--- config.mk ---
export PLATFORM = sky130hd
export DESIGN_NAME = calculator_token_scanner_flat
export DESIGN_NICKNAME = d
export VERILOG_FILES = /design/src/design/cts_pkg.sv /design/src/design/cts_if.sv /design/src/design/cts_front.sv /design/src/design/cts_fifo.sv /design/src/design/cts_back.sv /design/src/design/calculator_token_scanner.sv /design/src/flat_wrapper.sv
export SDC_FILE = /design/constraint.sdc
export NUM_CORES = 1
export LEC_CHECK = 0
export BUFFER_PORTS_ARGS = -buffer_cell sky130_fd_sc_hd__buf_4
export CAP_MARGIN = 20
export CORE_MARGIN = 5
export CORE_UTILIZATION = 50
export CTS_BUF_LIST = sky130_fd_sc_hd__clkbuf_4 sky130_fd_sc_hd__clkbuf_8
export CTS_CLUSTER_SIZE = 28
export DETAILED_ROUTE_END_ITERATION = 10
export PLACE_DENSITY = 0.71
export SYNTH_ARGS = -nofsm -noshare
export SYNTH_HDL_FRONTEND = slang
export SYNTH_SLANG_ARGS = --single-unit
--- constraint.sdc ---
create_clock -name clk_i -period 6.91 [get_ports clk_i]
set_input_delay 0.3455 -clock clk_i [delete_from_list [all_inputs] [get_ports clk_i]]
set_output_delay 0.3455 -clock clk_i [all_outputs]
set_load 0.05 [all_outputs]
--- src/design/cts_pkg.sv ---
`default_nettype none

package cts_pkg;

  localparam int MAX_TOKENS  = 4;
  localparam int TOK_CNT_W   = $clog2(MAX_TOKENS + 1);
  localparam int TOK_IDX_W   = $clog2(MAX_TOKENS);
  localparam int NUM_WORDS   = 5;
  localparam int WORD_LEN    = 3;
  localparam int QUEUE_DEPTH = 4;

  localparam logic [7:0] CH_TAB   = 8'h09;
  localparam logic [7:0] CH_SPACE = 8'h20;
  localparam logic [7:0] CH_PLUS  = 8'h2b;
  localparam logic [7:0] CH_MINUS = 8'h2d;
  localparam logic [7:0] CH_DOT   = 8'h2e;
  localparam logic [7:0] CH_ZERO  = 8'h30;
  localparam logic [7:0] CH_NINE  = 8'h39;
  localparam logic [7:0] CH_EQ    = 8'h3d;
  localparam logic [7:0] CH_UP_A  = 8'h41;
  localparam logic [7:0] CH_UP_Z  = 8'h5a;
  localparam logic [7:0] CH_NUL   = 8'h00;

  typedef enum logic [2:0] {
    MODE_IDLE    = 3'd0,
    MODE_SIGN    = 3'd1,
    MODE_ASSIGN  = 3'd2,
    MODE_KEYWORD = 3'd3,
    MODE_INT     = 3'd4,
    MODE_FRAC    = 3'd5
  } mode_e;

  typedef enum logic [3:0] {
    KIND_NUM_START = 4'd0,
    KIND_NUM_CHAR  = 4'd1,
    KIND_NUM_END   = 4'd2,
    KIND_SIN       = 4'd3,
    KIND_COS       = 4'd4,
    KIND_TAN       = 4'd5,
    KIND_EXP       = 4'd6,
    KIND_POW       = 4'd7,
    KIND_VAR       = 4'd8,
    KIND_ASSIGN    = 4'd9,
    KIND_OTHER     = 4'd10,
    KIND_EOF       = 4'd11
  } kind_e;

  typedef struct packed {
    kind_e      kind;
    logic [7:0] ch;
  } token_t;

  // all tokens caused by one input transfer
  typedef struct packed {
    token_t [MAX_TOKENS-1:0] tok;
    logic [TOK_CNT_W-1:0]    n;
  } bundle_t;

  localparam logic [7:0] WORD_TEXT [NUM_WORDS][WORD_LEN] = '{
    '{8'h73, 8'h69, 8'h6e},
    '{8'h63, 8'h6f, 8'h73},
    '{8'h74, 8'h61, 8'h6e},
    '{8'h70, 8'h6f, 8'h77},
    '{8'h65, 8'h78, 8'h70}
  };

  localparam kind_e WORD_KIND [NUM_WORDS] = '{KIND_SIN, KIND_COS, KIND_TAN, KIND_POW, KIND_EXP};

endpackage

`default_nettype wire

--- src/design/cts_if.sv ---
`default_nettype none

interface cts_in_if;
  logic       valid;
  logic       ready;
  logic [7:0] char_in;
  logic       end_of_input;

  modport source (output valid, output char_in, output end_of_input, input ready);
  modport sink (input valid, input char_in, input end_of_input, output ready);
endinterface

interface cts_out_if;
  logic       valid;
  logic       ready;
  logic [3:0] token_kind;
  logic [7:0] token_char;
  logic       last;

  modport source (output valid, output token_kind, output token_char, output last, input ready);
  modport sink (input valid, input token_kind, input token_char, input last, output ready);
endinterface

`default_nettype wire

--- src/design/cts_front.sv ---
`default_nettype none

module cts_front (
  input  wire logic             clk_i,
  input  wire logic             rst_ni,
  cts_in_if.sink                in_i,
  output      logic             push_valid_o,
  output      cts_pkg::bundle_t push_data_o,
  input  wire logic             push_ready_i
);

  typedef struct packed {
    cts_pkg::mode_e mode;
    logic [7:0]     let0;
    logic [7:0]     let1;
    logic [1:0]     cnt;
    logic [7:0]     sign;
  } scan_state_t;

  typedef struct packed {
    scan_state_t      st;
    logic [1:0]       n;
    cts_pkg::token_t  t0;
    cts_pkg::token_t  t1;
    logic             again;
  } scan_res_t;

  localparam scan_state_t ST_RESET = '{
    mode: cts_pkg::MODE_IDLE, let0: 8'h00, let1: 8'h00, cnt: 2'd0, sign: 8'h00
  };

  function automatic cts_pkg::token_t mk_tok(cts_pkg::kind_e k, logic [7:0] c);
    cts_pkg::token_t t;
    t.kind = k;
    t.ch   = c;
    return t;
  endfunction

  function automatic cts_pkg::bundle_t push_tok(cts_pkg::bundle_t b, cts_pkg::token_t t);
    cts_pkg::bundle_t r;
    r = b;
    if (r.n < cts_pkg::TOK_CNT_W'(cts_pkg::MAX_TOKENS)) begin
      r.tok[r.n[cts_pkg::TOK_IDX_W-1:0]] = t;
      r.n = r.n + 1'b1;
    end
    return r;
  endfunction

  // pending keyword letters, capped at two
  function automatic scan_res_t flush_letters(scan_res_t r_in);
    scan_res_t r;
    r      = r_in;
    r.t0   = mk_tok(cts_pkg::KIND_OTHER, r.st.let0);
    r.t1   = mk_tok(cts_pkg::KIND_OTHER, r.st.let1);
    r.n    = (r.st.cnt[1]) ? 2'd2 : r.st.cnt;
    r.st.cnt = 2'd0;
    return r;
  endfunction

  function automatic scan_res_t scan_one(scan_state_t s, logic [7:0] c);
    scan_res_t      r;
    logic           is_dig;
    logic           is_word0;
    logic           match;
    cts_pkg::kind_e mk;
    r.st    = s;
    r.n     = 2'd0;
    r.t0    = mk_tok(cts_pkg::KIND_OTHER, cts_pkg::CH_NUL);
    r.t1    = mk_tok(cts_pkg::KIND_OTHER, cts_pkg::CH_NUL);
    r.again = 1'b0;
    is_dig  = (c >= cts_pkg::CH_ZERO) && (c <= cts_pkg::CH_NINE);
    match   = 1'b0;
    mk      = cts_pkg::KIND_OTHER;
    is_word0 = 1'b0;
    for (int k = 0; k < cts_pkg::NUM_WORDS; k++) begin
      if (cts_pkg::WORD_TEXT[k][0] == c) is_word0 = 1'b1;
      if (!match && ((s.cnt == 2'd1 && cts_pkg::WORD_TEXT[k][0] == s.let0 &&
                      cts_pkg::WORD_TEXT[k][1] == c) ||
                     (s.cnt == 2'd2 && cts_pkg::WORD_TEXT[k][0] == s.let0 &&
                      cts_pkg::WORD_TEXT[k][1] == s.let1 &&
                      cts_pkg::WORD_TEXT[k][2] == c))) begin
        match = 1'b1;
        mk    = cts_pkg::WORD_KIND[k];
      end
    end
    case (s.mode)
      cts_pkg::MODE_SIGN: begin
        if (is_dig || c == cts_pkg::CH_DOT) begin
          r.t0 = mk_tok(cts_pkg::KIND_NUM_START, s.sign);
          r.t1 = mk_tok(cts_pkg::KIND_NUM_CHAR, c);
          r.n  = 2'd2;
          r.st.mode = (c == cts_pkg::CH_DOT) ? cts_pkg::MODE_FRAC : cts_pkg::MODE_INT;
        end else begin
          r.t0 = mk_tok(cts_pkg::KIND_OTHER, s.sign);
          r.n  = 2'd1;
          r.st.mode = cts_pkg::MODE_IDLE;
          r.again = 1'b1;
        end
      end
      cts_pkg::MODE_ASSIGN: begin
        r.t0 = mk_tok(cts_pkg::KIND_ASSIGN, c);
        r.n  = 2'd1;
        r.st.mode = cts_pkg::MODE_IDLE;
      end
      cts_pkg::MODE_KEYWORD: begin
        if (match && s.cnt == 2'd2) begin
          r.t0 = mk_tok(mk, cts_pkg::CH_NUL);
          r.n  = 2'd1;
          r.st.cnt  = 2'd0;
          r.st.mode = cts_pkg::MODE_IDLE;
        end else if (match) begin
          r.st.let1 = c;
          r.st.cnt  = 2'd2;
        end else begin
          r = flush_letters(r);
          r.st.mode = cts_pkg::MODE_IDLE;
          r.again = 1'b1;
        end
      end
      cts_pkg::MODE_INT, cts_pkg::MODE_FRAC: begin
        if (is_dig || (s.mode == cts_pkg::MODE_INT && c == cts_pkg::CH_DOT)) begin
          r.t0 = mk_tok(cts_pkg::KIND_NUM_CHAR, c);
          r.n  = 2'd1;
          if (!is_dig) r.st.mode = cts_pkg::MODE_FRAC;
        end else begin
          r.t0 = mk_tok(cts_pkg::KIND_NUM_END, cts_pkg::CH_NUL);
          r.n  = 2'd1;
          r.st.mode = cts_pkg::MODE_IDLE;
          r.again = 1'b1;
        end
      end
      default: begin
        r.st.mode = cts_pkg::MODE_IDLE;
        if (c == cts_pkg::CH_SPACE || c == cts_pkg::CH_TAB) begin
          r.n = 2'd0;
        end else if (c == cts_pkg::CH_PLUS || c == cts_pkg::CH_MINUS) begin
          r.st.sign = c;
          r.st.mode = cts_pkg::MODE_SIGN;
        end else if (c >= cts_pkg::CH_UP_A && c <= cts_pkg::CH_UP_Z) begin
          r.t0 = mk_tok(cts_pkg::KIND_VAR, c);
          r.n  = 2'd1;
        end else if (c == cts_pkg::CH_EQ) begin
          r.st.mode = cts_pkg::MODE_ASSIGN;
        end else if (is_word0) begin
          r.st.let0 = c;
          r.st.cnt  = 2'd1;
          r.st.mode = cts_pkg::MODE_KEYWORD;
        end else if (is_dig || c == cts_pkg::CH_DOT) begin
          r.t0 = mk_tok(cts_pkg::KIND_NUM_START, cts_pkg::CH_PLUS);
          r.t1 = mk_tok(cts_pkg::KIND_NUM_CHAR, c);
          r.n  = 2'd2;
          r.st.mode = (c == cts_pkg::CH_DOT) ? cts_pkg::MODE_FRAC : cts_pkg::MODE_INT;
        end else begin
          r.t0 = mk_tok(cts_pkg::KIND_OTHER, c);
          r.n  = 2'd1;
        end
      end
    endcase
    return r;
  endfunction

  scan_state_t      state_q, state_d;
  cts_pkg::bundle_t bun;
  scan_res_t        res;
  logic             again;
  logic             in_fire;

  assign in_i.ready = push_ready_i;
  assign in_fire    = in_i.valid && push_ready_i;

  always_comb begin
    state_d = state_q;
    bun     = '0;
    res     = '0;
    again   = 1'b1;
    if (in_i.end_of_input) begin
      case (state_q.mode)
        cts_pkg::MODE_SIGN: bun = push_tok(bun, mk_tok(cts_pkg::KIND_OTHER, state_q.sign));
        cts_pkg::MODE_ASSIGN: bun = push_tok(bun, mk_tok(cts_pkg::KIND_ASSIGN, cts_pkg::CH_NUL));
        cts_pkg::MODE_KEYWORD: begin
          res.st = state_q;
          res = flush_letters(res);
          if (res.n != 2'd0) bun = push_tok(bun, res.t0);
          if (res.n == 2'd2) bun = push_tok(bun, res.t1);
        end
        cts_pkg::MODE_INT, cts_pkg::MODE_FRAC:
          bun = push_tok(bun, mk_tok(cts_pkg::KIND_NUM_END, cts_pkg::CH_NUL));
        default: bun = bun;
      endcase
      bun     = push_tok(bun, mk_tok(cts_pkg::KIND_EOF, cts_pkg::CH_NUL));
      state_d = ST_RESET;
    end else begin
      // a character can be rescanned after a sign, keyword or number ends
      for (int p = 0; p < 3; p++) begin
        if (again) begin
          res     = scan_one(state_d, in_i.char_in);
          state_d = res.st;
          again   = res.again;
          if (res.n != 2'd0) bun = push_tok(bun, res.t0);
          if (res.n == 2'd2) bun = push_tok(bun, res.t1);
        end
      end
    end
  end

  always_ff @(posedge clk_i or negedge rst_ni) begin
    if (!rst_ni) begin
      state_q <= ST_RESET;
    end else if (in_fire) begin
      state_q <= state_d;
    end
  end

  assign push_valid_o = in_fire && (bun.n != '0);
  assign push_data_o  = bun;

`ifndef NO_ASSERTIONS
  a_eof_resets: assert property (@(posedge clk_i) disable iff (!rst_ni)
    in_fire && in_i.end_of_input |=> state_q.mode == cts_pkg::MODE_IDLE && state_q.cnt == 2'd0)
    else $error("scanner not idle after end of input");
  a_blank_silent: assert property (@(posedge clk_i) disable iff (!rst_ni)
    in_fire && !in_i.end_of_input && state_q.mode == cts_pkg::MODE_IDLE &&
    (in_i.char_in == cts_pkg::CH_SPACE || in_i.char_in == cts_pkg::CH_TAB) |-> !push_valid_o)
    else $error("blank produced a token");
`endif

endmodule

`default_nettype wire

--- src/design/cts_fifo.sv ---
`default_nettype none

module cts_fifo #(
  parameter int Depth = cts_pkg::QUEUE_DEPTH
) (
  input  wire logic             clk_i,
  input  wire logic             rst_ni,
  input  wire logic             wr_valid_i,
  output      logic             wr_ready_o,
  input  wire cts_pkg::bundle_t wr_data_i,
  output      logic             rd_valid_o,
  input  wire logic             rd_ready_i,
  output      cts_pkg::bundle_t rd_data_o
);

  localparam int PtrW = (Depth > 1) ? $clog2(Depth) : 1;
  localparam int CntW = $clog2(Depth + 1);

  cts_pkg::bundle_t mem_q [Depth];
  logic [PtrW-1:0]  wr_ptr_q, rd_ptr_q;
  logic [CntW-1:0]  count_q;
  logic             push, pop;

  assign wr_ready_o = (count_q != CntW'(Depth));
  assign rd_valid_o = (count_q != '0);
  assign push       = wr_valid_i && wr_ready_o;
  assign pop        = rd_valid_o && rd_ready_i;
  assign rd_data_o  = mem_q[rd_ptr_q];

  always_ff @(posedge clk_i) begin
    if (push) begin
      mem_q[wr_ptr_q] <= wr_data_i;
    end
  end

  always_ff @(posedge clk_i or negedge rst_ni) begin
    if (!rst_ni) begin
      wr_ptr_q <= '0;
      rd_ptr_q <= '0;
      count_q  <= '0;
    end else begin
      if (push) begin
        wr_ptr_q <= (wr_ptr_q == PtrW'(Depth - 1)) ? '0 : wr_ptr_q + 1'b1;
      end
      if (pop) begin
        rd_ptr_q <= (rd_ptr_q == PtrW'(Depth - 1)) ? '0 : rd_ptr_q + 1'b1;
      end
      if (push && !pop) begin
        count_q <= count_q + 1'b1;
      end else if (pop && !push) begin
        count_q <= count_q - 1'b1;
      end
    end
  end

`ifndef NO_ASSERTIONS
  a_count_bound: assert property (@(posedge clk_i) disable iff (!rst_ni)
    count_q <= CntW'(Depth))
    else $error("queue count out of range");
  a_count_push: assert property (@(posedge clk_i) disable iff (!rst_ni)
    push && !pop |=> count_q == $past(count_q) + 1'b1)
    else $error("queue count lost a transfer");
`endif

endmodule

`default_nettype wire

--- src/design/cts_back.sv ---
`default_nettype none

module cts_back (
  input  wire logic             clk_i,
  input  wire logic             rst_ni,
  input  wire logic             pop_valid_i,
  output      logic             pop_ready_o,
  input  wire cts_pkg::bundle_t pop_data_i,
  cts_out_if.source             out_o
);

  cts_pkg::bundle_t                 cur_q;
  logic [cts_pkg::TOK_IDX_W-1:0]    idx_q;
  logic                             busy_q;
  logic                             is_last;
  logic                             out_fire;
  logic                             done;
  logic                             load;
  cts_pkg::token_t                  tok;

  assign tok      = cur_q.tok[idx_q];
  assign is_last  = (cts_pkg::TOK_CNT_W'(idx_q) + 1'b1) == cur_q.n;
  assign out_fire = busy_q && out_o.ready;
  assign done     = out_fire && is_last;

  assign pop_ready_o = !busy_q || done;
  assign load        = pop_valid_i && pop_ready_o;

  assign out_o.valid      = busy_q;
  assign out_o.token_kind = tok.kind;
  assign out_o.token_char = tok.ch;
  assign out_o.last       = is_last;

  always_ff @(posedge clk_i) begin
    if (load) begin
      cur_q <= pop_data_i;
    end
  end

  always_ff @(posedge clk_i or negedge rst_ni) begin
    if (!rst_ni) begin
      busy_q <= 1'b0;
      idx_q  <= '0;
    end else if (load) begin
      busy_q <= 1'b1;
      idx_q  <= '0;
    end else if (done) begin
      busy_q <= 1'b0;
    end else if (out_fire) begin
      idx_q <= idx_q + 1'b1;
    end
  end

`ifndef NO_ASSERTIONS
  a_idx_in_range: assert property (@(posedge clk_i) disable iff (!rst_ni)
    busy_q |-> cur_q.n != '0 && cts_pkg::TOK_CNT_W'(idx_q) < cur_q.n)
    else $error("token index past bundle size");
  a_idx_advance: assert property (@(posedge clk_i) disable iff (!rst_ni)
    out_fire && !is_last |=> busy_q && idx_q == $past(idx_q) + 1'b1)
    else $error("token skipped or repeated");
`endif

endmodule

`default_nettype wire

--- src/design/calculator_token_scanner.sv ---
// a character's tokens are written to the bundle queue when the character is transferred,
// then loaded from the queue into the output stage before the first of them is offered
// throughput: one character per cycle while the bundle queue has room; tokens leave at
// one per cycle while the output is ready, so a character giving k tokens needs k transfers
// the queue holds QueueDepth bundles of up to four tokens between scanner and output
// reset (async, active low): scanner returns to idle, queue empties, output valid drops
`default_nettype none

module calculator_token_scanner #(
  parameter int QueueDepth = cts_pkg::QUEUE_DEPTH
) (
  input  wire logic clk_i,
  input  wire logic rst_ni,
  cts_in_if.sink    in_i,
  cts_out_if.source out_o
);

  logic             push_valid, push_ready;
  cts_pkg::bundle_t push_data;
  logic             pop_valid, pop_ready;
  cts_pkg::bundle_t pop_data;

  cts_front u_front (
    .clk_i        (clk_i),
    .rst_ni       (rst_ni),
    .in_i         (in_i),
    .push_valid_o (push_valid),
    .push_data_o  (push_data),
    .push_ready_i (push_ready)
  );

  cts_fifo #(
    .Depth (QueueDepth)
  ) u_fifo (
    .clk_i      (clk_i),
    .rst_ni     (rst_ni),
    .wr_valid_i (push_valid),
    .wr_ready_o (push_ready),
    .wr_data_i  (push_data),
    .rd_valid_o (pop_valid),
    .rd_ready_i (pop_ready),
    .rd_data_o  (pop_data)
  );

  cts_back u_back (
    .clk_i       (clk_i),
    .rst_ni      (rst_ni),
    .pop_valid_i (pop_valid),
    .pop_ready_o (pop_ready),
    .pop_data_i  (pop_data),
    .out_o       (out_o)
  );

endmodule

`default_nettype wire
--- src/flat_wrapper.sv ---
// flat-port wrapper written by rule: the top's interface ports become plain ports
module calculator_token_scanner_flat 
#(
  parameter int QueueDepth = cts_pkg::QUEUE_DEPTH
)
  (clk_i, rst_ni, in_i_valid, in_i_char_in, in_i_end_of_input, in_i_ready, out_o_valid, out_o_token_kind, out_o_token_char, out_o_last, out_o_ready);
  cts_in_if in_i_i ();
  cts_out_if out_o_i ();
  input  wire logic clk_i;
  input  wire logic rst_ni;
  input wire logic [$bits(in_i_i.valid)-1:0] in_i_valid;
  input wire logic [$bits(in_i_i.char_in)-1:0] in_i_char_in;
  input wire logic [$bits(in_i_i.end_of_input)-1:0] in_i_end_of_input;
  output wire logic [$bits(in_i_i.ready)-1:0] in_i_ready;
  output wire logic [$bits(out_o_i.valid)-1:0] out_o_valid;
  output wire logic [$bits(out_o_i.token_kind)-1:0] out_o_token_kind;
  output wire logic [$bits(out_o_i.token_char)-1:0] out_o_token_char;
  output wire logic [$bits(out_o_i.last)-1:0] out_o_last;
  input wire logic [$bits(out_o_i.ready)-1:0] out_o_ready;
  assign in_i_i.valid = in_i_valid;
  assign in_i_i.char_in = in_i_char_in;
  assign in_i_i.end_of_input = in_i_end_of_input;
  assign in_i_ready = in_i_i.ready;
  assign out_o_valid = out_o_i.valid;
  assign out_o_token_kind = out_o_i.token_kind;
  assign out_o_token_char = out_o_i.token_char;
  assign out_o_last = out_o_i.last;
  assign out_o_i.ready = out_o_ready;
  calculator_token_scanner #(.QueueDepth(QueueDepth)) u_core (.clk_i(clk_i), .rst_ni(rst_ni), .in_i(in_i_i), .out_o(out_o_i));
endmodule
==> results.toml, run 1 <==
[route]
ant_nets = 0
num_vias = 8955
via_per_inst = 6.25
wl_per_cell_um = 26.0
drc = 0
first_iter_violations = 1195
drt_wl_total_mm = 37.3
dr.pass1.iters = 6

[cts]
post_cts_resized = 0
cts_made_buffers = 46
clock-sinks = 294
htree_levels = 2
clockBufferDepth = 3
cts_tree = "done"
clock_latency_ns = 0.57
clk_pin_slew_ns = 0.06
cts_root_buf = "clkbuf_8"

[power]
p_int_mw = 4.08
peakVddDrop_mv = 0.312
leakagePower_nw = 5.28
p_sw_mw = 2.23
power_frac_clock_pct = 21.5
power.share.switching_pct = 35.3
cellPowerDensity_nw_per_um2 = 410
total_power_mw = 6.31
combPwrFrac_pct = 35.7
seqPwrFrac_pct = 42.8

[final_layout]
fin_util_pct = 55.7
num_antenna_cells = 0
num-fill-cells = 2247
syn2layout_area_growth_pct = 10.8
nets = 1050
drive_gt1_share_pct = 20.1
instances_no_fill = 1433

[setup_path]
crit_path_end_kind = "register"
cp-start-kind = "register"
crit_path_cell_trace = "nand2b_1, or4_4, o32ai_4, a2111oi_2, and3_1, or2_1, a32o_1, buf_4, nand2_1, ha_1, inv_1, a2111o_1, nand2b_2, a31oi_2, a21oi_4, and2_2, buf_4"
required_ns = 7.09
slowest_stage = "or4_4"
path_common_cell = "buf_4"
ff2ff_path_depth = 17
cpPeakStageDelay_ns = 0.57
arrival_ns = 5.76
path_max_fanout = 51
setup.worst_path.class = "register to register"

[grt]
antenna_found_initial = 0
grt_pass1_vias = 8946
grt_pass1_wl_mm = 56.7
track_usage_pct = 24.3
grt_max_degree = 57
gr-total-overflow = 0

[synth]
synth_area_leaders = "edfxtp_1 55%, mux4_2 10%, dfrtp_1 7.0%, a21oi_1 2.0%, nand2_1 1.8%"
ys_seq_elements = 294
synth.distinct_cells = 94
synth.top_cell.area_share_pct = 55.1
ys_seq_area_share_pct = 62.2
yosysWarnings = 0
async_flop_share_pct = 13.3
syn_area_per_cell_um2 = 14.3
synth-edff-count = 255
yosys.area.top_type = "edfxtp_1"
synth_ff_type = "edfxtp_1"
synth_area_um2 = 13900
synthCells = 969

[floorplanning]
core_um2 = 27600
fp.dieArea_um2 = 31200
start_util_pct = 50.3
rows = 61
die_h_um = 177
io_pins = 28
die_w_um = 177

[timing]
skew_ns = 0.0302
worst_slew_pin_slew_ns = 1.07
report.final.slew_viol_count = 0
fin_setup_tns_ns = 0
finalSetupViolCount = 0
post-route-min-period_ns = 5.59
hold_viol_final = 0
fin_crit_sh_pct = 80.8
fmax_ghz = 0.179
grt_setup_unrepaired = "false"
max-slew-margin-rel_pct = 28.2

[place]
portBuffers = 27
dp.cells = 1350
dp_hpwl_mm = 25.8
place_congestion = 0.983

[min_path]
hp-class = "input port to register"
hold_path_depth = 4

[outcome]
status = "completed"

[run]
cap_violations = 0
[synth_stat cells, types with 5 or more instances]
cell / n
a211oi_1: 8
a21o_1: 8
a21oi_1: 56
a22o_1: 17
a22oi_1: 19
and2_1: 11
and2_2: 7
and3_1: 7
buf_1: 6
buf_2: 7
buf_6: 6
clkbuf_1: 41
dfrtp_1: 39
edfxtp_1: 255
ha_1: 15
inv_1: 21
mux4_2: 63
nand2_1: 67
nand2b_1: 6
nand3_1: 7
nand3b_1: 7
nor2_1: 56
nor2b_1: 8
nor3_1: 20
o21a_1: 12
o21ai_0: 44
o22ai_1: 12
o31ai_1: 5
o32a_1: 5
or2_2: 8
or4_1: 5
xnor2_1: 6
xor2_1: 5
[power groups by stage]
stage               clock, mW  combinational [mW]  sequential, mW
detailed placement          0                2.25            2.75
global placement            0                2.26            2.73
floorplan                   0                1.66            2.63
CTS                      1.39                2.26            2.71
global route             1.48                2.42            2.74
finish                   1.36                2.25            2.70
[layout by cell type, fill, tap and decap left out, drive strengths merged, types with 15 or more instances in the layout]
master and n:
a21oi 58, a22o 17, a22oi 20, and2 19
buf 45, clkbuf 54, clkinv 24, conb 20
dfrtp 39, edfxtp 255, ha 15, inv 21
mux4 63, nand2 69, nor2 56, nor3 20
o21ai 47
[path summary, 6_finish.rpt]
path,from,endpoint,slack [ns]
max,u_core.u_front.state_q[9],u_core.u_fifo.mem_q[0][26],1.32
min,out_o_ready,u_core.u_back.out_o.valid,0.14
max reg2reg,u_core.u_front.state_q[9],u_core.u_fifo.mem_q[0][26],1.32
min reg2reg,u_core.u_fifo.count_q[2],u_core.u_fifo.count_q[2],0.51
max in group asynchronous,rst_ni,u_core.u_fifo.rd_ptr_q[0],6.15
min in group asynchronous,rst_ni,u_core.u_front.state_q[20],0.29
[layout make-up]
cell class                      instances  area [um^2]  area share [%]
Tap cell                              378          473            3.07
Timing Repair Buffer                   46          373            2.42
Clock buffer                           54          693            4.51
Inverter                               21         78.8           0.512
Clock inverter                         28          164            1.07
Multi-Input combinational cell        612         4960            32.3
Sequential cell                       294         8640            56.2
[timing repair]
action / 4_1_cts / 5_1_grt
setup endpoints to repair: 0 / 0
setup buffers: 0 / 0
endpoints found under the hold margin: 39 / 0
hold buffers: 1 / 0
[through the flow]
| stage | hold slack, ns | cell area [um^2] | setup slack [ns] |
|---|---|---|---|
| after floorplan | 0.0499 | 14000 | 1.99 |
| after global placement | 0.359 | 14500 | 1.41 |
| after detailed placement | 0.367 | 14500 | 1.32 |
| after CTS | 0.107 | 15400 | 1.35 |
| after global routing | 0.148 | 15400 | 1.00 |
| final | 0.138 | 15400 | 1.32 |
[sequential cells by signal, summed over array words and instances (netlist names)]
name,flops
u_core.u_fifo.count_q,3
u_core.u_fifo.mem_q,204
u_core.u_fifo.rd_ptr_q,2
u_core.u_back.idx_q,2
u_core.u_back.cur_q,51
u_core.u_fifo.wr_ptr_q,2
u_core.u_front.state_q,29
u_core.u_back.out_o.valid,1
[kinds of logic after synthesis]
kind of cell | count (synthesis) | synth area share (%)
compound gates | 245 | 12.3
xor+xnor | 11 | 0.694
fa+ha+maj | 17 | 1.58
buf+inv | 82 | 2.63
flops | 294 | 62.2
mux | 69 | 10.7
other cells | 1 | 0.0270
simple gates | 250 | 9.85
[critical path, delay by kind of cell, from the launching register on]
kind                       cells  cell delay, ns
buffers and inverters          3            0.80
AOI/OAI and AO/OA              6            1.70
adders and majority gates      1            0.16
DFF                            1            0.47
and+or+nand+nor                7            1.99
[routing by layer]
| metal | global-route usage, % | wire [um] |
|---|---|---|
| met4 | 7.80 | 1340 |
| met3 | 3.85 | 2660 |
| met5 | 0 | 0 |
| met2 | 38.4 | 17600 |
| met1 | 34.9 | 15700 |
No activity file was read; power rests on OpenSTA's default activity.
==> run 2, diff against run 1 <==
--- a/config.mk
+++ b/config.mk
@@ -5,6 +5,7 @@
 export SDC_FILE = /design/constraint.sdc
 export NUM_CORES = 1
 export LEC_CHECK = 0
+export ABC_AREA = 1
 export BUFFER_PORTS_ARGS = -buffer_cell sky130_fd_sc_hd__buf_4
 export CAP_MARGIN = 20
 export CORE_MARGIN = 5
==> constraint.sdc (replaced) <==
create_clock -name clk_i -period 5.2 [get_ports clk_i]
set_input_delay 0.26 -clock clk_i [delete_from_list [all_inputs] [get_ports clk_i]]
set_output_delay 0.26 -clock clk_i [all_outputs]
set_load 0.05 [all_outputs]
==> run 2 against run 1 <==
  * Total power is 64% higher
  * First-iteration DRC count is 9.2% higher
  * Highest routed layer unchanged
  * Worst hold slack worse by 0.020 ns
  * Cell area is 4.9% higher
  * Register-to-register slack worse by 0.83 ns
==> results.toml, run 2 <==
[outcome]
status = "completed"

[power]
peakVddDrop_mv = 0.329
leakagePower_nw = 5.98
total_power_mw = 10.4
cellPowerDensity_nw_per_um2 = 642

[route]
drt_wl_total_mm = 40.5
ant_nets = 0
wl_per_cell_um = 21.0
dr.pass1.iters = 6
drc = 0
num_vias = 11200
via_per_inst = 5.79
first_iter_violations = 1305

[grt]
gr-total-overflow = 0
grt_pass1_vias = 10800
grt_pass1_wl_mm = 62.4
track_usage_pct = 25.5
grt_max_degree = 105
antenna_found_initial = 0

[setup_path]
path_common_cell = "inv_1"
slowest_stage = "fa_1"
r2r_end = "u_core.u_fifo.count_q[1]"
cp-start-kind = "register"
crit_path_end_kind = "register"
required_ns = 5.65
crit_end = "u_core.u_fifo.count_q[1]"
cpPeakStageDelay_ns = 0.42
r2r_slack_ns = 0.49
cp-startpoint = "u_core.u_front.state_q[26]"
ff2ff_path_depth = 28
setup.worst_path.class = "register to register"
regToRegStartpoint = "u_core.u_front.state_q[26]"
arrival_ns = 5.16
path_max_fanout = 16

[cts]
cts_made_buffers = 48
clock_latency_ns = 0.57
cts_tree = "done"
clk_pin_slew_ns = 0.06
clockBufferDepth = 3
htree_levels = 2
clock-sinks = 294
cts_root_buf = "clkbuf_8"

[final_layout]
largest-register = "u_core.u_fifo.mem_q"
num_antenna_cells = 0
final_cell_mix = "255 x edfxtp_1, 236 x nor2_1, 211 x o21ai_0, 161 x nand2_1, 107 x inv_1"
instances_no_fill = 1925
largest_reg_flops = 204
layout_commonest_cell = "edfxtp_1"
syn2layout_area_growth_pct = 13.2
final_area_um2 = 16100
fin_util_pct = 57.8
top_regs = "u_core.u_fifo.mem_q x204, u_core.u_back.cur_q x51, u_core.u_front.state_q x29"
nets = 1539
drive_gt1_share_pct = 14.6

[floorplanning]
die_h_um = 179
rows = 61
io_pins = 28
fp.dieArea_um2 = 32000
start_util_pct = 51.0
core_um2 = 27900
die_w_um = 179

[timing]
skew_ns = 0.0172
max-slew-margin-rel_pct = 32.4
fmax_ghz = 0.212
report.final.slew_viol_count = 0
hold_viol_final = 0
post-route-min-period_ns = 4.71
fin_crit_sh_pct = 90.6
grt_setup_unrepaired = "false"
whs_ns = 0.118
layout_setup_ws_ns = 0.491
fin_setup_tns_ns = 0
finalSetupViolCount = 0
worst_slew_pin_slew_ns = 1.01

[place]
portBuffers = 27
dp.cells = 1836
dpl_cell_area_um2 = 15100
place_congestion = 1.05
dp_hpwl_mm = 27.2
pre_cts_slack_ns = 0.458

[synth]
yosys.area.top_type = "edfxtp_1"
synth-edff-count = 255
synth_area_um2 = 14200
synth_area_leaders = "edfxtp_1 54%, o21ai_0 7.4%, dfrtp_1 6.8%, nor2_1 6.3%, o22ai_1 4.4%"
netlist_top_cells_count = "255 x edfxtp_1, 241 x nor2_1, 211 x o21ai_0, 161 x nand2_1, 108 x inv_1"
async_flop_share_pct = 13.3
ys_seq_elements = 294
synthCells = 1442
post-synth-top-count-cell = "edfxtp_1"
yosysWarnings = 0
synth.top_cell.area_share_pct = 53.7
synth.distinct_cells = 54
syn_area_per_cell_um2 = 9.88
synth_ff_type = "edfxtp_1"
ys_seq_area_share_pct = 60.6

[run]
cap_violations = 0

[min_path]
hp-class = "input port to register"
[run 2: changes by cell type after synthesis, moves of 13 or more]
cell / previous run / this run
nor2_1: 56 / 241
o21ai_0: 44 / 211
nand2_1: 67 / 161
o22ai_1: 12 / 101
inv_1: 21 / 108
mux4_2: 63 / 0
nand3_1: 7 / 48
a21oi_1: 56 / 29
inv_2: 0 / 24
a22o_1: 17 / 0
a22oi_1: 19 / 3
clkbuf_1: 41 / 56
nand2_2: 1 / 14
[run 2: how the worst min path moves through the flow]
| stage | startpoint | endpoint | slack (ns) | depth (start not counted) |
|---|---|---|---|---|
| finish | in_i_char_in[1] | u_core.u_front.state_q[19] | 0.12 | 3 |
| global route | in_i_char_in[1] | u_core.u_front.state_q[19] | 0.09 | 3 |
| CTS | in_i_char_in[1] | u_core.u_front.state_q[19] | 0.08 | 3 |
| detailed placement | rst_ni | u_core.u_front.state_q[5] | 0.32 | 1 |
| global placement | rst_ni | u_core.u_front.state_q[27] | 0.31 | 1 |
| floorplan | rst_ni | u_core.u_back.idx_q[0] | -0.04 | 0 |
[run 2: worst max-delay path: cells and delay by family (launching register included)]
family	cells	cell delay, ns
AND/OR/NAND/NOR	14	1.97
AO/OA/AOI/OAI	2	0.30
buffers and inverters	8	0.79
flip-flops	1	0.40
multiplexers	1	0.27
adder cells (fa/ha/maj)	3	0.86
[run 2: cell type report]
type                            instances  area (um^2)
Fill cell                            2442        11800
Inverter                              133          499
Clock buffer                           69          837
Tap cell                              378          473
Clock inverter                         18          144
Multi-Input combinational cell        969         4980
Sequential cell                       294         8630
Timing Repair Buffer                   64          566
[run 2: repair_timing]
item / in CTS / in global routing
buffers inserted: 0 / 0
hold buffers: 1 / 0
gates resized for setup: 0 / 3
endpoints found under the setup margin: 0 / 2
hold endpoints to repair: 39 / 0
[run 2: kinds of logic after synthesis]
kind of cell               after synthesis  synth area share [%]
adders and majority gates               16                  1.46
other                                    1                0.0263
muxes                                    1                0.0790
buffers and inverters                  198                  5.36
AOI/OAI and AO/OA                      399                  15.9
xor gates and xnor gates                 5                 0.307
and+or+nand+nor                        528                  16.3
DFF                                    294                  60.6
[run 2: report_power, final]
part           switching (mW)  leakage (nW)  internal (mW)
Clock                   0.890         0.520           1.14
Sequential              0.144          2.88           3.41
Combinational            3.50          2.58           1.27
Total                    4.53          5.98           5.82
[run 2: per-layer routing]
metal  wire, um  vias to the layer above  track usage (%)
met4       1430                        0             8.57
met3       3080                       97             4.43
met1      16900                     5294             35.0
li1           -                     5236                -
met2      19100                      525             41.4
met5          0                        -                0
==> run 3, diff against run 2 <==
--- a/config.mk
+++ b/config.mk
@@ -9,11 +9,11 @@
 export BUFFER_PORTS_ARGS = -buffer_cell sky130_fd_sc_hd__buf_4
 export CAP_MARGIN = 20
 export CORE_MARGIN = 5
-export CORE_UTILIZATION = 50
+export CORE_UTILIZATION = 35
 export CTS_BUF_LIST = sky130_fd_sc_hd__clkbuf_4 sky130_fd_sc_hd__clkbuf_8
 export CTS_CLUSTER_SIZE = 28
 export DETAILED_ROUTE_END_ITERATION = 10
-export PLACE_DENSITY = 0.71
+export PLACE_DENSITY = 0.56
 export SYNTH_ARGS = -nofsm -noshare
 export SYNTH_HDL_FRONTEND = slang
 export SYNTH_SLANG_ARGS = --single-unit
==> constraint.sdc (replaced) <==
create_clock -name clk_i -period 4.25 [get_ports clk_i]
set_input_delay 0.2125 -clock clk_i [delete_from_list [all_inputs] [get_ports clk_i]]
set_output_delay 0.2125 -clock clk_i [all_outputs]
set_load 0.05 [all_outputs]
==> run 3 against run 2 <==
  * Clock power rose by 21%
  * Largest power group unchanged
  * Highest routed layer unchanged
  * Flip-flop and latch count unchanged
  * Cell count rose by 14%
  * Sequential share of layout area decreased by 3.8 points
==> results.toml, run 3 (same netlist as run 2, synthesis figures left out) <==
[min_path]
hp-class = "input port to register"
hold_end = "u_core.u_back.idx_q[1]"
min_from = "out_o_ready"
hold_path_depth = 5

[floorplanning]
die_h_um = 212
start_util_pct = 35.1
rows = 74
fp.dieArea_um2 = 44800
core_um2 = 40600
io_pins = 28
die_w_um = 212

[final_layout]
syn2layout_area_growth_pct = 22.0
layout_commonest_cell = "edfxtp_1"
largest-register = "u_core.u_fifo.mem_q"
nets = 1647
drive_gt1_share_pct = 22.9
top_regs = "u_core.u_fifo.mem_q x204, u_core.u_back.cur_q x51, u_core.u_front.state_q x29"
final_cell_mix = "255 x edfxtp_1, 222 x nor2_1, 206 x o21ai_0, 157 x buf_4, 145 x nand2_1"
fin_util_pct = 42.9
largest_reg_flops = 204
final_area_um2 = 17400

[run]
cap_violations = 0

[setup_path]
regToRegStartpoint = "u_core.u_front.state_q[14]"
arrival_ns = 4.53
cp-start-kind = "register"
ff2ff_path_depth = 34
setup.worst_path.class = "register to register"
r2r_slack_ns = 0.20
path_common_cell = "nand2_4"
path_max_fanout = 4
crit_path_end_kind = "register"
r2r_end = "u_core.u_fifo.count_q[2]"
slowest_stage = "dfrtp_1"
required_ns = 4.74
cpPeakStageDelay_ns = 0.45

[outcome]
status = "completed"

[timing]
finalSetupViolCount = 0
worst_slew_pin_slew_ns = 0.917
hold_viol_final = 0
report.final.slew_viol_count = 0
fin_crit_sh_pct = 95.3
skew_ns = 0.0349
post-route-min-period_ns = 4.05
max-slew-margin-rel_pct = 38.2
whs_ns = 0.0383
fmax_ghz = 0.247

[grt]
track_usage_pct = 19.1
gr-total-overflow = 0
grt_pass1_vias = 11000
grt_max_degree = 79
grt_pass1_wl_mm = 65.9
antenna_found_initial = 1

[power]
total_power_mw = 13.4
leakagePower_nw = 6.50
cellPowerDensity_nw_per_um2 = 771
peakVddDrop_mv = 0.303

[route]
num_vias = 11500
dr.pass1.iters = 6
first_iter_violations = 1085
drt_wl_total_mm = 43.7
via_per_inst = 5.24
drc = 0
ant_nets = 0
wl_per_cell_um = 20.0

[cts]
clock-sinks = 294
clockBufferDepth = 3
clock_latency_ns = 0.64
clk_pin_slew_ns = 0.06
htree_levels = 2
cts_made_buffers = 49
cts_root_buf = "clkbuf_8"
cts_tree = "done"

[place]
portBuffers = 27
dp_hpwl_mm = 30.1
place_congestion = 0.963
dpl_cell_area_um2 = 16000
-- run 3: cell types whose count changed in the layout (fill, tap and decap cells not counted), sizes merged --
cell / change
diode: +1
buf: +106
clkinvlp: +3
clkbuf: -6
clkinv: +4
-- run 3: worst max-delay path by stage --
stage / start / endpoint / slack [ns] / cells past startpoint
floorplan: u_core.u_front.state_q[9] / u_core.u_fifo.mem_q[0][0] / -0.33 / 28
global placement: u_core.u_front.state_q[10] / u_core.u_fifo.count_q[1] / 0.07 / 31
detailed placement: u_core.u_front.state_q[10] / u_core.u_fifo.count_q[1] / -0.004 / 31
CTS: u_core.u_front.state_q[15] / u_core.u_fifo.count_q[1] / 0.02 / 31
global route: u_core.u_front.state_q[14] / u_core.u_fifo.count_q[2] / -0.15 / 34
finish: u_core.u_front.state_q[14] / u_core.u_fifo.count_q[2] / 0.20 / 34
-- run 3: cell type report --
| cell class | instances | area, um^2 |
|---|---|---|
| fill | 3939 | 23200 |
| sequential | 294 | 8640 |
| multi-input combinational | 969 | 5210 |
| timing repair buffer | 171 | 1420 |
| clock buffer | 62 | 778 |
| tap | 532 | 666 |
| inverter | 133 | 499 |
| clock inverter | 25 | 178 |
| antenna | 1 | 2.50 |
-- run 3: power by group --
part	switching [mW]	internal, mW	total (mW)
registers	0.225	4.17	4.40
clock network	1.14	1.33	2.46
logic	4.53	2.01	6.55
-- run 3: routing by layer --
| layer | GRT usage [%] | routed length, um | vias to the layer above |
|---|---|---|---|
| li1 | - | - | 5448 |
| met1 | 26.5 | 19100 | 5561 |
| met2 | 30.7 | 20700 | 354 |
| met3 | 3.19 | 2560 | 89 |
| met4 | 6.55 | 1310 | 0 |
| met5 | 0 | 0 | - |
-- run 3: what timing repair did --
| action | CTS | global route |
|---|---|---|
| pin swaps | 0 | 25 |
| resized for setup | 3 | 77 |
| setup endpoints to repair | 2 | 205 |
| hold buffers | 1 | 0 |
| setup buffers | 0 | 15 |
| endpoints found under the hold margin | 39 | 0 |
-- run 3: stage by stage --
step / TNS (ns) / worst slack (ns) / instances
floorplan: -66.93 / -0.328 / 1461
global placement: 0 / 0.0687 / 2081
detailed placement: -0.00438 / -0.00438 / 2082
CTS: 0 / 0.0172 / 2170
global route: -0.244 / -0.149 / 2186
finish: 0 / 0.201 / 2187
-- run 3: worst max-delay path, delay by kind of cell, from the launching register on --
family                     cells  cell delay, ns
buffers and inverters          7            0.42
xor gates and xnor gates       1            0.13
adders and majority gates      3            0.82
DFF                            1            0.45
and+or+nand+nor               20            1.77
AOI/OAI and AO/OA              3            0.31
